`config.mk`:
```
export PLATFORM = sky130hd
export DESIGN_NAME = video_register_scroll_unit_core
export DESIGN_NICKNAME = d
export VERILOG_FILES = /design/src/sv/vrsu_pkg.sv /design/src/sv/video_register_scroll_unit_core.sv
export SDC_FILE = /design/constraint.sdc
export NUM_CORES = 2
export LEC_CHECK = 0
export BUFFER_PORTS_ARGS = -buffer_cell sky130_fd_sc_hd__clkbuf_2
export CORE_MARGIN = 2
export CORE_UTILIZATION = 45
export CTS_BUF_LIST = sky130_fd_sc_hd__clkbuf_8
export CTS_CLUSTER_SIZE = 10
export DETAILED_ROUTE_END_ITERATION = 6
export GPL_TIMING_DRIVEN = 0
export PLACE_DENSITY = 0.71
export SYNTH_ARGS = -nofsm -noshare
export SYNTH_HDL_FRONTEND = slang
export SYNTH_SLANG_ARGS = --single-unit
```
`constraint.sdc`:
```
create_clock -name clk_i -period 3.3 [get_ports clk_i]
set_input_delay 0 -clock clk_i [delete_from_list [all_inputs] [get_ports clk_i]]
set_output_delay 0 -clock clk_i [all_outputs]
set_load 0.02 [all_outputs]
```
`src/sv/vrsu_pkg.sv`:
```
// vrsu_pkg: shared types and constants of the video register and scroll unit
// command codes, bus register numbers and scroll address masks
// no dependencies
`default_nettype none

package vrsu_pkg;

  // item command codes
  typedef enum logic [2:0] {
    CmdBusRead     = 3'd0,
    CmdBusWrite    = 3'd1,
    CmdIncCoarseX  = 3'd2,
    CmdIncY        = 3'd3,
    CmdCopyHoriz   = 3'd4,
    CmdCopyVert    = 3'd5,
    CmdSetStatus   = 3'd6,
    CmdClearStatus = 3'd7
  } vrsu_cmd_e;

  // bus register numbers
  typedef enum logic [2:0] {
    RegControl    = 3'd0,
    RegMask       = 3'd1,
    RegStatus     = 3'd2,
    RegSprAddr    = 3'd3,
    RegSprData    = 3'd4,
    RegScroll     = 3'd5,
    RegVramAddr   = 3'd6,
    RegVramData   = 3'd7
  } vrsu_reg_e;

  localparam int unsigned SpriteStoreBytes = 256;
  localparam int unsigned SprAddrW         = $clog2(SpriteStoreBytes);

  localparam int unsigned VramAddrW = 15;

  // data port reads below this address go through the read buffer
  localparam logic [VramAddrW-1:0] PaletteBase = 15'h3F00;

  // copy masks from temp to current address
  localparam logic [VramAddrW-1:0] HorizMask = 15'h041F;
  localparam logic [VramAddrW-1:0] VertMask  = 15'h7BE0;

  localparam logic [4:0] CoarseYLastRow = 5'd29;
  localparam logic [4:0] CoarseYMax     = 5'd31;

endpackage

`default_nettype wire

```
`src/sv/video_register_scroll_unit_core.sv`:
```
// video_register_scroll_unit_core: bus register front end and scroll address logic
// of a tile video processor, one result per item
// depends on vrsu_pkg
//
// the result of an item is captured in the output register as the item transfers
// throughput: one item per clock while results are taken; the output register frees as its result transfers
// the sprite attribute store is a 256 x 8 memory with a registered read port
// reset: all control, scroll and status registers clear at once, no clearing pass;
// the sprite store holds no reset value and is defined only where written
`default_nettype none

module video_register_scroll_unit_core
  import vrsu_pkg::*;
(
  input  wire logic        clk_i,
  input  wire logic        rst_ni,

  input  wire logic        in_valid_i,
  output logic             in_ready_o,
  input  wire logic [2:0]  cmd_i,
  input  wire logic [2:0]  reg_index_i,
  input  wire logic [7:0]  write_data_i,
  input  wire logic [7:0]  vram_read_data_i,

  output logic             out_valid_o,
  input  wire logic        out_ready_i,
  output logic [7:0]       read_data_o,
  output logic [14:0]      current_v_o,
  output logic             vram_write_o,
  output logic [7:0]       vram_write_data_o,
  output logic [2:0]       fine_x_scroll_o,
  output logic             nmi_pulse_o,
  output logic [7:0]       control_value_o,
  output logic [7:0]       mask_value_o
);

  // architectural state
  logic [7:0]           control_q, control_d;
  logic [7:0]           mask_q, mask_d;
  logic [7:0]           status_q, status_d;
  logic [SprAddrW-1:0]  spr_addr_q, spr_addr_d;
  logic [VramAddrW-1:0] temp_q, temp_d;
  logic [VramAddrW-1:0] vaddr_q, vaddr_d;
  logic [2:0]           fine_x_q, fine_x_d;
  logic                 toggle_q, toggle_d;
  logic [7:0]           rbuf_q, rbuf_d;
  logic                 nmi_prev_q;

  // output register
  logic                 out_valid_q;
  logic [7:0]           rd_q, rd_d;
  logic                 spr_sel_q, spr_sel_d;
  logic [7:0]           spr_rd_q;
  logic                 vw_q, vw_d;
  logic [7:0]           vwd_q, vwd_d;
  logic                 nmi_pulse_q;

  logic [7:0]           spr_mem [SpriteStoreBytes];

  logic                 accept;
  logic                 spr_we;
  logic                 level;
  logic [VramAddrW-1:0] vaddr_step;
  logic [4:0]           coarse_y;
  vrsu_cmd_e            cmd;
  vrsu_reg_e            reg_idx;

  assign cmd     = vrsu_cmd_e'(cmd_i);
  assign reg_idx = vrsu_reg_e'(reg_index_i);

  // output register parts the two sides
  assign in_ready_o = !out_valid_q || out_ready_i;
  assign accept     = in_valid_i && in_ready_o;

  // data port address step: +32 or +1, kept to 14 bits
  assign vaddr_step = {1'b0, vaddr_q[13:0] + (control_q[2] ? 14'd32 : 14'd1)};
  assign coarse_y   = vaddr_q[9:5];

  // next state and result for one item
  always_comb begin
    control_d = control_q;
    mask_d    = mask_q;
    status_d  = status_q;
    spr_addr_d = spr_addr_q;
    temp_d    = temp_q;
    vaddr_d   = vaddr_q;
    fine_x_d  = fine_x_q;
    toggle_d  = toggle_q;
    rbuf_d    = rbuf_q;
    rd_d      = 8'd0;
    spr_sel_d = 1'b0;
    vw_d      = 1'b0;
    vwd_d     = 8'd0;
    spr_we    = 1'b0;

    unique case (cmd)
      CmdBusRead: begin
        unique case (reg_idx)
          RegStatus: begin
            rd_d        = status_q;
            status_d[7] = 1'b0;
            toggle_d    = 1'b0;
          end
          RegSprData: begin
            spr_sel_d = 1'b1;
          end
          RegVramData: begin
            rd_d    = (vaddr_q < PaletteBase) ? rbuf_q : vram_read_data_i;
            rbuf_d  = vram_read_data_i;
            vaddr_d = vaddr_step;
          end
          default: begin
          end
        endcase
      end
      CmdBusWrite: begin
        unique case (reg_idx)
          RegControl: begin
            control_d      = write_data_i;
            temp_d[11:10]  = write_data_i[1:0];
          end
          RegMask: begin
            mask_d = write_data_i;
          end
          RegSprAddr: begin
            spr_addr_d = write_data_i;
          end
          RegSprData: begin
            spr_we     = 1'b1;
            spr_addr_d = spr_addr_q + 1'b1;
          end
          RegScroll: begin
            if (toggle_q) begin
              temp_d[14:12] = write_data_i[2:0];
              temp_d[9:5]   = write_data_i[7:3];
            end else begin
              fine_x_d     = write_data_i[2:0];
              temp_d[4:0]  = write_data_i[7:3];
            end
            toggle_d = !toggle_q;
          end
          RegVramAddr: begin
            if (toggle_q) begin
              temp_d  = {temp_q[14:8], write_data_i};
              vaddr_d = {temp_q[14:8], write_data_i};
            end else begin
              temp_d = {1'b0, write_data_i[5:0], temp_q[7:0]};
            end
            toggle_d = !toggle_q;
          end
          RegVramData: begin
            vw_d    = 1'b1;
            vwd_d   = write_data_i;
            vaddr_d = vaddr_step;
          end
          default: begin
          end
        endcase
      end
      CmdIncCoarseX: begin
        if (vaddr_q[4:0] == 5'h1F) begin
          vaddr_d = {vaddr_q[14:11], !vaddr_q[10], vaddr_q[9:5], 5'd0};
        end else begin
          vaddr_d[4:0] = vaddr_q[4:0] + 5'd1;
        end
      end
      CmdIncY: begin
        if (vaddr_q[14:12] == 3'd7) begin
          vaddr_d[14:12] = 3'd0;
          priority if (coarse_y == CoarseYLastRow) begin
            vaddr_d[9:5] = 5'd0;
            vaddr_d[11]  = !vaddr_q[11];
          end else if (coarse_y == CoarseYMax) begin
            vaddr_d[9:5] = 5'd0;
          end else begin
            vaddr_d[9:5] = coarse_y + 5'd1;
          end
        end else begin
          vaddr_d[14:12] = vaddr_q[14:12] + 3'd1;
        end
      end
      CmdCopyHoriz: begin
        vaddr_d = (vaddr_q & ~HorizMask) | (temp_q & HorizMask);
      end
      CmdCopyVert: begin
        vaddr_d = (vaddr_q & ~VertMask) | (temp_q & VertMask);
      end
      CmdSetStatus: begin
        status_d = status_q | write_data_i;
      end
      CmdClearStatus: begin
        status_d = 8'd0;
      end
    endcase
  end

  // nmi level after the item
  assign level = status_d[7] && control_d[7];

  // state and output valid
  always_ff @(posedge clk_i or negedge rst_ni) begin
    if (!rst_ni) begin
      control_q   <= '0;
      mask_q      <= '0;
      status_q    <= '0;
      spr_addr_q  <= '0;
      temp_q      <= '0;
      vaddr_q     <= '0;
      fine_x_q    <= '0;
      toggle_q    <= 1'b0;
      rbuf_q      <= '0;
      nmi_prev_q  <= 1'b0;
      out_valid_q <= 1'b0;
    end else begin
      if (accept) begin
        control_q  <= control_d;
        mask_q     <= mask_d;
        status_q   <= status_d;
        spr_addr_q <= spr_addr_d;
        temp_q     <= temp_d;
        vaddr_q    <= vaddr_d;
        fine_x_q   <= fine_x_d;
        toggle_q   <= toggle_d;
        rbuf_q     <= rbuf_d;
        nmi_prev_q <= level;
      end
      if (accept) begin
        out_valid_q <= 1'b1;
      end else if (out_ready_i) begin
        out_valid_q <= 1'b0;
      end
    end
  end

  // result payload
  always_ff @(posedge clk_i) begin
    if (accept) begin
      rd_q        <= rd_d;
      spr_sel_q   <= spr_sel_d;
      vw_q        <= vw_d;
      vwd_q       <= vwd_d;
      nmi_pulse_q <= level && !nmi_prev_q;
    end
  end

  // sprite attribute store, registered read
  always_ff @(posedge clk_i) begin
    if (accept && spr_we) begin
      spr_mem[spr_addr_q] <= write_data_i;
    end
    if (accept) begin
      spr_rd_q <= spr_mem[spr_addr_q];
    end
  end

  assign out_valid_o       = out_valid_q;
  assign read_data_o       = spr_sel_q ? spr_rd_q : rd_q;
  assign current_v_o       = vaddr_q;
  assign vram_write_o      = vw_q;
  assign vram_write_data_o = vwd_q;
  assign fine_x_scroll_o   = fine_x_q;
  assign nmi_pulse_o       = nmi_pulse_q;
  assign control_value_o   = control_q;
  assign mask_value_o      = mask_q;

endmodule

`default_nettype wire

```
==> Word-level counts from Yosys, hierarchy flattened <==
Memory sizes are Yosys's and may differ from the RTL's. A register that Yosys moved wholly into a read port is not among the register bits.
Cells that the tools add are included.
{ "word_totals": {"latch_bits": 0, "out_inout_bits": 54, "mem_count": 1, "ff_bits": 95, "inputBits": 26, "mem_bits_rw": 2048, "rom_bits": 0, "elab_cells": 147} }
{ "memory_table": {"columns": ["memory", "words", "word_bits", "rd", "rd_ports_with_merged_regs", "wr", "line", "source"], "rows": [
  ["spr_mem", 256, 8, 1, 1, 1, "video_register_scroll_unit_core.sv:58", "logic [7:0] spr_mem [SpriteStoreBytes];"]
]} }
{ "op_classes": {"n_shift": 0, "muxes": 42, "n_lt_le_gt_ge": 1, "mul": 0, "add_sub_neg": 5, "div_mod_pow": 0, "n_eq_ne": 30, "bitwise": 5, "reduce_logical": 38} }
{ "op_table": {"columns": ["cell", "n"], "rows": [
  ["15-bit two-way mux", 3],
  ["8-bit two-way mux", 4],
  ["8-bit case mux with 2 select lines", 2],
  ["5-bit two-way mux", 6],
  ["15-bit case mux with 2 select lines", 1],
  ["5-bit case mux with 6 select lines", 1],
  ["3-bit == test, second input constant", 9],
  ["5-bit case mux with 5 select lines", 1],
  ["4-bit case mux with 6 select lines", 1],
  ["10-bit case mux with 2 select lines", 1],
  ["5-bit AND reduction", 4],
  ["2-bit inequality test, second input constant", 8],
  ["5-bit == test, second input constant", 3],
  ["15-bit by 14-bit less-than comparator with 1-bit output, second input constant", 1],
  ["11-bit by 15-bit OR with 15-bit output", 1],
  ["15-bit by 11-bit OR with 15-bit output", 1],
  ["14-bit by 6-bit adder with 14-bit output", 1],
  ["7-bit case mux with 2 select lines", 1],
  ["3-bit by 2-bit == test with 1-bit output, second input constant", 4],
  ["1-bit two-way mux", 12],
  ["6-bit two-way mux", 2],
  ["3-bit AND reduction", 4],
  ["4-bit AND reduction", 3],
  ["6-bit AND reduction", 2],
  ["25 further kinds", 45]
]} }

==> Depth between registers and ports, before layout <==
{ "logic_depth": {"ltp_word": 6, "depth_mapped": 13, "ltp_nobuf": 9} }

==> Worst setup path before layout <==
Ideal clock, no wire load.
{ "synth_path": {"path_type": "reg-to-reg", "start": "register out_valid_q, in the netlist out_valid_o", "end": "memory spr_mem[156][0] (enable)", "path_buffers": 2, "period_less_slack_ps": 3329, "setup_ps": 370, "required_ps": 2930, "path_stages_with_launch": 10, "slack_ps": -29, "arrival_ps": 2959, "cell_sequence": "dfrtp_1 -> nand2b_1 -> nand2_1 -> inv_1 -> nand2_1 -> nor2_1 -> clkbuf_1 -> nand2_1 -> clkbuf_1 -> nor2_1"} }
{ "synth_between": {"elab_chain_len": 6} }
{ "synth_lines": {"columns": ["element", "line", "source"], "rows": [
  ["start, declared", "video_register_scroll_unit_core.sv:50", "logic out_valid_q;"],
  ["start signal, assigned", "video_register_scroll_unit_core.sv:213", "out_valid_q <= 1'b0;"],
  ["start signal, assigned", "video_register_scroll_unit_core.sv:228", "out_valid_q <= 1'b1;"],
  ["start signal, assigned", "video_register_scroll_unit_core.sv:230", "out_valid_q <= 1'b0;"],
  ["1-bit logical NOT", "video_register_scroll_unit_core.sv:72", "assign in_ready_o = !out_valid_q || out_ready_i;"],
  ["1-bit logical OR", "video_register_scroll_unit_core.sv:72", null],
  ["via in_ready_o", "video_register_scroll_unit_core.sv:19", "output logic in_ready_o,"],
  ["1-bit logical AND", "video_register_scroll_unit_core.sv:73", "assign accept = in_valid_i && in_ready_o;"],
  ["via accept", "video_register_scroll_unit_core.sv:60", "logic accept;"],
  ["1-bit logical AND", "video_register_scroll_unit_core.sv:248", "if (accept && spr_we) begin"],
  ["1-bit two-way mux", "video_register_scroll_unit_core.sv:248", null],
  ["1-bit two-way mux (not written as such)", "video_register_scroll_unit_core.sv:249", "spr_mem[spr_addr_q] <= write_data_i;"],
  ["end, declared", "video_register_scroll_unit_core.sv:58", null]
]} }
The timed path passes the listed nets, and every way through them passes these cells.

==> flow_metrics.tcl <==
set metrics [dict create \
    path_buf_inv 5 \
    numPortBuffers 77 \
    worst_slew_pin_slew_ns 1.171 \
    yosys.cell_types.count 73 \
    fmax_mhz 255.3 \
    cts_tree "done" \
    synth_top_area_share_pct 73.64 \
    required_ns 4.01 \
    dr.first_iter.drc_count 10670 \
    cts_root_buffer "clkbuf_8" \
    synth.largest_area_cell "edfxtp_1" \
    p_per_area_nw_per_um2 661.9 \
    multi_input_area_sq_um 22360 \
    synthFlopType "edfxtp_1" \
    seq_power_share_pct 44.0 \
    path_clk_slew_ns 0.06 \
    fin_nets 4925 \
    avgSynthCellArea_sq_um 20.74 \
    clkPwrFrac_pct 29.8 \
    p_switching_mw 22.13 \
    maxCapViolations 0 \
    crit_arrival_ns 4.62 \
    timing.final.ws_setup_ns -0.6167 \
    htreeDepth 5 \
    combinationalPowerShare_pct 26.2 \
    drc_errors 20 \
    path_delay_family "buffers and inverters" \
    avgViaCountPerCell 6.841 \
    final_common_cell "edfxtp_1" \
    synth_edf_count 2075 \
    p_leak_nw 33.17 \
    grt_pass1_wl_microns 422600 \
    holdWs_ns 0.02769 \
    io_pins 80 \
    grt_pass1_vias 48310 \
    num_vias 52160 \
    fin_crit_sh_pct 118.7 \
    setup_tns_ns -27.21 \
    cts.sinks 2151 \
    swShare_pct 31.95 \
    ir_drop_uv 577.9 \
    slew_headroom_pct 21.92 \
    synth-seq-area-share_pct 75.89 \
    post-route-min-period_ns 3.917 \
    place_worst_setup_slack_ns -4.301 \
    setup_viol_count_final 645 \
    nFillCells 13420 \
    netlist_instances 4079 \
    ys_ff_latch 2151 \
    start_kind "flop" \
    postRouteWirelength_microns 325800 \
    critPathMaxFanout 10 \
    antenna_found_initial 22 \
    p_int_mw 47.15 \
    critical-path-max-stage-delay_ns 0.51 \
    ys_warn_count 0 \
    outcome "complete, but fails checks" \
    wl_per_cell_microns 42.74 \
    skew_ns 0.1408 \
    firstDrtPassIters 7 \
    syn-num-nets 4120 \
    seq_area_sq_um 64220 \
    cts_inserted_buffers 349 \
    path_cells "buf_4 > buf_6 > buf_4 > buf_6 > buf_8 > mux2i_4 > o32ai_2 > a2111oi_4 > nand3_4" \
    grtUsageTotal_pct 33.24 \
    place_hpwl_microns 191700 \
    mostFrequentLayoutCells "edfxtp_1 (2075), mux4_2 (554), clkbuf_8 (383)" \
    syn_area_sq_um 84610 \
    rows 159 \
    violations "design-rule violations, negative setup slack" \
    core-area_sq_um 187400 \
    ys_top_cells_by_area "edfxtp_1 (74%), mux4_2 (15%), dfrtp_1 (2.2%)" \
    fin_util_pct 55.86 \
    die_y_microns 437.6 \
    design_area_sq_um 104700 \
    finalMaxSlewViolations 0 \
    placed_cell_area_sq_um 88740 \
    grt_max_degree 157 \
    syn2layout_area_growth_pct 23.71 \
    overflow 0 \
    clock_latency_ns 1.12 \
    crit_slowest_cell "a2111oi_4" \
    start_util_pct 45.15 \
    clock_path_buffers 4 \
    finalHoldViolations 0 \
    drtAntennaViolNets 0 \
    drive_gt1_share_pct 40.27 \
    die_area_sq_um 191500 \
    critPathKind "flop to flop" \
    routabilityCongestion 1.040 \
    worstHoldPathType "input pin to flop" \
    crit_path_end_kind "flop" \
    rsz0062_at_grt "true" \
    die_w_microns 437.6 \
    ys_async_sr_fraction_pct 3.533 \
]
-- final timing paths --
kind,from,to,slack [ns],cells past startpoint
max,spr_addr_q[3],spr_rd_q[4],-0.62,9
min,vram_read_data_i[2],rd_q[2],0.03,4
max reg2reg,spr_addr_q[3],spr_rd_q[4],-0.62,9
min reg2reg,status_q[3],status_q[3],0.50,2
max in group asynchronous,rst_ni,spr_addr_q[1],2.26,4
min in group asynchronous,rst_ni,current_v_o[13],0.19,3
-- metrics by stage --
stage | power [mW] | instances
finish | 69.28 | 7624
global placement | 43.64 | 6651
floorplan | 36.95 | 4079
global route | 69.71 | 7613
CTS | 67.04 | 7477
detailed placement | 43.68 | 6671
-- power by group through the flow --
| stage | logic [mW] | registers [mW] | clock network, mW |
|---|---|---|---|
| 2_1_floorplan | 5.96 | 31.0 | 0 |
| 3_3_place_gp | 12.5 | 31.1 | 0 |
| 3_5_place_dp | 12.7 | 31.0 | 0 |
| 4_1_cts | 16.2 | 30.4 | 20.4 |
| 5_1_grt | 17.7 | 30.5 | 21.6 |
| 6_report | 18.2 | 30.5 | 20.6 |
-- tightest hold or removal path, delay by kind of cell --
kind | cells | cell delay (ns)
buf+inv | 2 | 0.63
mux | 1 | 0.11
compound gates | 1 | 0.17
-- layer usage --
metal | track usage [%] | part of all wire (%)
met5 | 0.5796 | 0.13
met4 | 25.01 | 9.7
met2 | 45.11 | 41
met1 | 39.75 | 31
met3 | 17.67 | 19
-- state kept, by name (all words and copies together) (netlist names), 3 cells and up --
signal and flops:
control_value_o 8, current_v_o 15, fine_x_scroll_o 3, mask_value_o 8
rbuf_q 8, rd_q 8, spr_addr_q 8, spr_mem 2048
spr_rd_q 8, status_q 8, temp_q 15, vram_write_data_o 8
-- timing repair --
action                     in CTS  in global routing
setup endpoints to repair    2064               1583
gates resized for setup      1259                128
hold endpoints to repair     1272                  0
hold buffers                   43                  0
pin swaps                      90                 81
cloned                         10                  2
setup buffers                 177                131
-- cells by family after synthesis --
kind of cell,count (synthesis),synth area share (%)
compound gates,348,2.779
flops,2151,75.89
mux,681,16.31
simple gates,623,3.255
buf+inv,258,1.514
xor+xnor,3,0.03106
fa+ha+maj,15,0.2218
-- layout make-up --
cell class / count / share of cell area (%)
Tap cell: 2495 / 2.982
Antenna cell: 18 / 0.04303
Inverter: 15 / 0.07172
Sequential cell: 2151 / 61.35
Timing Repair Buffer: 458 / 5.213
Clock inverter: 221 / 0.8845
Clock buffer: 357 / 4.694
Buffer: 238 / 3.402
Timing Repair inverter: 1 / 0.004781
Multi-Input combinational cell: 1670 / 21.36
-- cell usage after synthesis, types with 5 or more instances --
| cell | count |
|---|---|
| edfxtp_1 | 2075 |
| mux4_2 | 554 |
| nor2_1 | 332 |
| clkbuf_1 | 121 |
| nand2_1 | 118 |
| a22oi_1 | 92 |
| mux2i_1 | 84 |
| dfrtp_1 | 76 |
| a21oi_1 | 75 |
| buf_2 | 60 |
| o21ai_0 | 57 |
| mux2_2 | 43 |
| nand3_1 | 33 |
| nor3_1 | 25 |
| buf_4 | 24 |
| nor2b_1 | 21 |
| buf_1 | 20 |
| a211oi_1 | 17 |
| buf_6 | 16 |
| ha_1 | 15 |
| and2_1 | 14 |
| inv_1 | 14 |
| nand2b_1 | 13 |
| o22ai_1 | 13 |
| a31oi_1 | 12 |
| and3_1 | 12 |
| nor4_1 | 10 |
| a221oi_1 | 9 |
| o32ai_1 | 9 |
| or2_2 | 9 |
| a22o_1 | 7 |
| nand3b_1 | 7 |
| o211ai_1 | 7 |
| nand4_1 | 6 |
| a2111oi_0 | 5 |
| a222oi_1 | 5 |
| or3_1 | 5 |
Power figures use the tool's default switching activity.
